## config.mk

```make
export PLATFORM = sky130hd
export DESIGN_NAME = vbsf_front
export DESIGN_NICKNAME = d
export VERILOG_FILES = /design/src/rtl/core/vbsf_pkg.sv /design/src/rtl/core/vbsf_front.sv
export SDC_FILE = /design/constraint.sdc
export NUM_CORES = 1
export LEC_CHECK = 0
export BUFFER_PORTS_ARGS = -buffer_cell sky130_fd_sc_hd__buf_2
export CORE_MARGIN = 5
export CORE_UTILIZATION = 55
export CTS_BUF_LIST = sky130_fd_sc_hd__clkbuf_4
export CTS_CLUSTER_SIZE = 10
export DETAILED_ROUTE_END_ITERATION = 6
export PLACE_DENSITY = 0.91
export SLEW_MARGIN = 20
export SYNTH_ARGS = -nofsm -noshare
export SYNTH_HDL_FRONTEND = slang
export SYNTH_SLANG_ARGS = --single-unit
```

## constraint.sdc

```tcl
create_clock -name i_clk -period 4.48 [get_ports i_clk]
set_input_delay 0.672 -clock i_clk [delete_from_list [all_inputs] [get_ports i_clk]]
set_output_delay 0.672 -clock i_clk [all_outputs]
set_load 0.03 [all_outputs]
```

## src/rtl/core/vbsf_pkg.sv

```systemverilog
package vbsf_pkg;

    // Largest volume the ring is sized for.
    localparam int MAX_ROW    = 64;
    localparam int MAX_ROWS   = 64;
    localparam int MAX_HALF   = 2;

    // The ring holds the planes that one window can span.
    localparam int RING_A     = (2 * MAX_HALF + 1) * MAX_ROW * MAX_ROWS;
    localparam int RING_B     = 2 * (MAX_HALF * MAX_ROWS * MAX_ROW + MAX_HALF * MAX_ROW
                                + MAX_HALF) + 1;
    localparam int RING_DEPTH = (RING_A > RING_B) ? RING_A : RING_B;
    localparam int AW         = $clog2(RING_DEPTH);

    // Register indexes on the configuration port.
    localparam logic [1:0] CFG_Y_SIZE     = 2'd0;
    localparam logic [1:0] CFG_X_SIZE     = 2'd1;
    localparam logic [1:0] CFG_Z_SIZE     = 2'd2;
    localparam logic [1:0] CFG_HALF_WIDTH = 2'd3;

    // One input beat as it travels from the front to the back.
    typedef struct packed {
        logic [15:0] voxel;
        logic        valid_req;
    } t_item;

endpackage

```

## src/rtl/core/vbsf_front.sv

```systemverilog
module vbsf_front
    import vbsf_pkg::*;
(
    input  logic  i_clk,
    input  logic  i_rst_n,
    input  logic  i_valid,
    output logic  o_ready,
    input  logic  [15:0] i_voxel,
    input  logic  i_valid_req,
    output t_item o_item,
    output logic  o_item_valid,
    input  logic  i_item_pop
);

    // Two-entry queue between the input channel and the back end.
    t_item      r_buf [2];
    logic       r_wp;
    logic       r_rp;
    logic [1:0] r_cnt;
    logic       w_push;

    assign o_ready      = (r_cnt != 2'd2);
    assign w_push       = i_valid && o_ready;
    assign o_item_valid = (r_cnt != 2'd0);
    assign o_item       = r_buf[r_rp];

    // Store accepted beats.
    always_ff @(posedge i_clk) begin
        if (w_push) begin
            r_buf[r_wp].voxel     <= i_voxel;
            r_buf[r_wp].valid_req <= i_valid_req;
        end
    end

    // Queue pointers and fill level.
    always_ff @(posedge i_clk) begin
        if (!i_rst_n) begin
            r_wp  <= 1'b0;
            r_rp  <= 1'b0;
            r_cnt <= 2'd0;
        end else begin
            if (w_push) begin
                r_wp <= ~r_wp;
            end
            if (i_item_pop) begin
                r_rp <= ~r_rp;
            end
            if (w_push && !i_item_pop) begin
                r_cnt <= r_cnt + 2'd1;
            end else if (!w_push && i_item_pop) begin
                r_cnt <= r_cnt - 2'd1;
            end
        end
    end

endmodule

```

==> results.txt <==
----------------------------------------------------
[GRT]
  Number of global-route vias before repair ... 818
  Maximum number of pins on one net before global-route repair ... 18
  Gr usage total ... 14.8%
  Wire length of the first global-routing pass ... 3760 µm
  Overflow after GRT ... 0
  Initial antenna violation count ... 0

[CTS]
  Total of cells resized after clock tree synthesis ... 0
  Clock input transition at the sequential cells of the worst setup and hold paths ... 100 ps
  Hold Buf Count CTS ... 0
  Longest Clk Path Bufs ... 2
  Clock root buffer ... sky130_fd_sc_hd__clkbuf_4
  Clock latency on the worst-skew pair ... 330 ps
  CTS tree ... yes
  Number of sinks handled by clock tree synthesis ... 39
  Number of buffers created by CTS ... 5
  H-Tree Depth ... 2
  Post-CTS Setup Inserts ... 0

[Timing]
  Worst Tran Pin Value ... 780 ps
  Unrepaired setup endpoints after global routing ... false
  Final Hold Fails ... 0
  Final setup slack of the worst path ... 2070 ps
  Total of endpoints with negative setup slack in the final report ... 0
  Period utilization ... 53.9%
  Final worst path period need ... 2410 ps
  Total negative setup slack ... 0 ps
  Final count of pins violating max slew ... 0
  Maximum clock rate ... 0.414 GHz
  Max transition margin ... 48.0%
  Final setup skew ... 4.68 ps

[Synthesis]
  Post-synthesis net count ... 99
  Total of warnings raised by yosys ... 0
  Share of the yosys chip area belonging to registers ... 76.5%
  Most frequent cell after synthesis ... sky130_fd_sc_hd__edfxtp_1
  Area share of the leading cell type in the synthesized netlist ... 69.6%
  Synthesized instance count ... 77
  Fraction of synthesis flops using an asynchronous set or reset pin ... 0%
  Synthesized cell area ... 1470 µm²
  Ys flop type ... sky130_fd_sc_hd__edfxtp_1
  Number of enable-type register cells in the synthesized netlist ... 34
  Cell types with the highest counts after synthesis ... 34 x sky130_fd_sc_hd__edfxtp_1, 17 x sky130_fd_sc_hd__mux2_2, 5 x sky130_fd_sc_hd__dfxtp_1
  Distinct cell type count after synthesis ... 19
  Cell taking the most area after synthesis ... sky130_fd_sc_hd__edfxtp_1
  Post-synthesis average cell area ... 19.0 µm²
  Number of storage elements in the synthesis netlist ... 39
  Synth top area cells ... sky130_fd_sc_hd__edfxtp_1 70%, sky130_fd_sc_hd__mux2_2 13%, sky130_fd_sc_hd__dfxtp_1 6.8%

[Worst setup path]
  Critical Path Start Type ... flip-flop
  Kind of critical path ... reg2out
  Worst path required time ... 3810 ps
  Maximum net fanout on the critical path ... 17
  Worst Setup End Kind ... primary output
  Arr. time, crit path ... 1740 ps
  Register-to-Register Path Depth ... 2

[Hold path]
  Worst hold-check path type ... in2reg
  Worst hold path depth ... 1

[Place]
  Routability congestion estimate from global placement ... 0.689
  Placed cells ... 144
  Port Buf Inserts ... 39
  Worst slack, placed ... 2420 ps

[Layout]
  Synth-to-Final Area Change ... 18.6%
  Final net count ... 143
  Fraction of final layout cells sized beyond drive strength 1 ... 53.3%
  Number of standard cells in the final layout excluding fillers ... 152
  Diodes inserted ... 0
  Fill cell total of the finished layout ... 187

[Floorplanning]
  Initial Utilization ... 58.1%
  Core footprint ... 2520 µm²
  Die extent in x ... 61.6 µm
  Area enclosed by the die boundary ... 3800 µm²
  Chip height ... 61.6 µm
  Io pins ... 40
  Row Count ... 18

[Pwr]
  Leakage ... 0.679 nW
  Peak supply drop ... 0.333 mV
  Areal power density over the cells ... 457 nW/µm²

[Route]
  Post-detailed-route count of antenna-violating nets ... 0
  Count of TritonRoute iterations in the first routing pass ... 4
  Number of design rule violations left after detail routing ... 0
  Number of violations reported at the end of detailed-routing iteration 0 ... 8
  Routed via count divided by cell count ... 5.21
  Vias ... 792
  Detailed-route wire length ... 2370 µm
  Routed wirelength normalized by instance count ... 15.6 µm

[Run]
  Max-capacitance violation count ... 0

[Run status]
  Run status ... finished clean

----------------------------------------------------
-- worst max-delay path, stage by stage, from the launching register on --
cell and delay, ps:
sky130_fd_sc_hd__dfxtp_1 810, sky130_fd_sc_hd__mux2_2 420, sky130_fd_sc_hd__buf_2 180
-- path summary, 6_finish.rpt --
| check | start | to | slack, ps |
|---|---|---|---|
| setup / recovery | flip-flop | o_item[14] | 2070 |
| hold / removal | i_voxel[15] | r_buf[1][16] | 520 |
| setup reg to reg | r_cnt[0] | r_buf[1][2] | 2860 |
| hold reg to reg | r_cnt[1] | r_cnt[1] | 550 |
-- layer usage --
| layer | global-route usage [%] | up-vias | part of all wire (%) | wire, µm |
|---|---|---|---|---|
| met1 | 16.3 | 375 | 40 | 954 |
| li1 | - | 377 | - | - |
| met5 | 0 | - | 0 | 0 |
| met3 | 6.71 | 6 | 9.5 | 224 |
| met2 | 23.6 | 34 | 48 | 1130 |
| met4 | 8.18 | 0 | 2.6 | 61 |
-- metrics by stage --
| stage | hold WS [ps] | util (%) | instance area, µm² | total power [W] |
|---|---|---|---|---|
| final | 516 | 68.9 | 1740 | 0.000795 |
| after global routing | 486 | 68.9 | 1740 | 0.000841 |
| after CTS | 495 | 68.9 | 1740 | 0.000808 |
| after detailed placement | 539 | 66.9 | 1690 | 0.000640 |
| after global placement | 509 | 66.9 | 1690 | 0.000633 |
| after floorplan | 500 | - | 1470 | 0.000589 |
-- area by class of cell --
| cell class | count | area [µm²] | share of cell area (%) |
|---|---|---|---|
| tap | 30 | 37.5 | 2.16 |
| clock inverter | 2 | 7.51 | 0.432 |
| timing repair buffer | 39 | 195 | 11.2 |
| inverter | 2 | 7.51 | 0.432 |
| sequential | 39 | 1120 | 64.5 |
| multi-input combinational | 34 | 325 | 18.7 |
| clock buffer | 6 | 45.0 | 2.59 |
-- power by group --
| group | switching [W] | internal (W) | total (W) |
|---|---|---|---|
| sequential | 0.0000190 | 0.000439 | 0.000457 |
| combinational | 0.000106 | 0.0000654 | 0.000172 |
| clock | 0.000102 | 0.0000642 | 0.000166 |
| total | 0.000227 | 0.000568 | 0.000795 |
-- kinds of logic (layout without fill, tap and decap cells) --
| kind of cell | after synthesis | in the layout | synth area share [%] |
|---|---|---|---|
| xor+xnor | 3 | 3 | 1.79 |
| mux | 17 | 17 | 13.1 |
| compound gates | 4 | 4 | 2.05 |
| flops | 39 | 39 | 76.5 |
| simple gates | 9 | 9 | 4.44 |
| fa+ha+maj | 1 | 1 | 0.853 |
| buf+inv | 4 | 49 | 1.37 |
-- sequential cells by signal, summed over array words and instances, names as in the netlist, named ones only --
signal  cells
r_buf      34
r_cnt       2
r_wp        1
r_rp        1
-- layout by cell type, fill, tap and decap left out --
| master | count |
|---|---|
| sky130_fd_sc_hd__nand3b_1 | 1 |
| sky130_fd_sc_hd__xnor2_1 | 1 |
| sky130_fd_sc_hd__inv_1 | 2 |
| sky130_fd_sc_hd__and3_1 | 1 |
| sky130_fd_sc_hd__dfxtp_1 | 5 |
| sky130_fd_sc_hd__and2_1 | 4 |
| sky130_fd_sc_hd__ha_1 | 1 |
| sky130_fd_sc_hd__clkinv_1 | 2 |
| sky130_fd_sc_hd__mux2_2 | 17 |
| sky130_fd_sc_hd__buf_2 | 39 |
| sky130_fd_sc_hd__or2_2 | 1 |
| sky130_fd_sc_hd__or3_1 | 1 |
| sky130_fd_sc_hd__o21ai_0 | 1 |
| sky130_fd_sc_hd__nand2b_4 | 1 |
| sky130_fd_sc_hd__a21bo_2 | 1 |
| sky130_fd_sc_hd__a21boi_1 | 1 |
| sky130_fd_sc_hd__edfxtp_1 | 34 |
| sky130_fd_sc_hd__clkbuf_4 | 6 |
| sky130_fd_sc_hd__a21boi_0 | 1 |
| sky130_fd_sc_hd__xor2_1 | 2 |
Note: power is estimated with default switching activity, not from simulation.
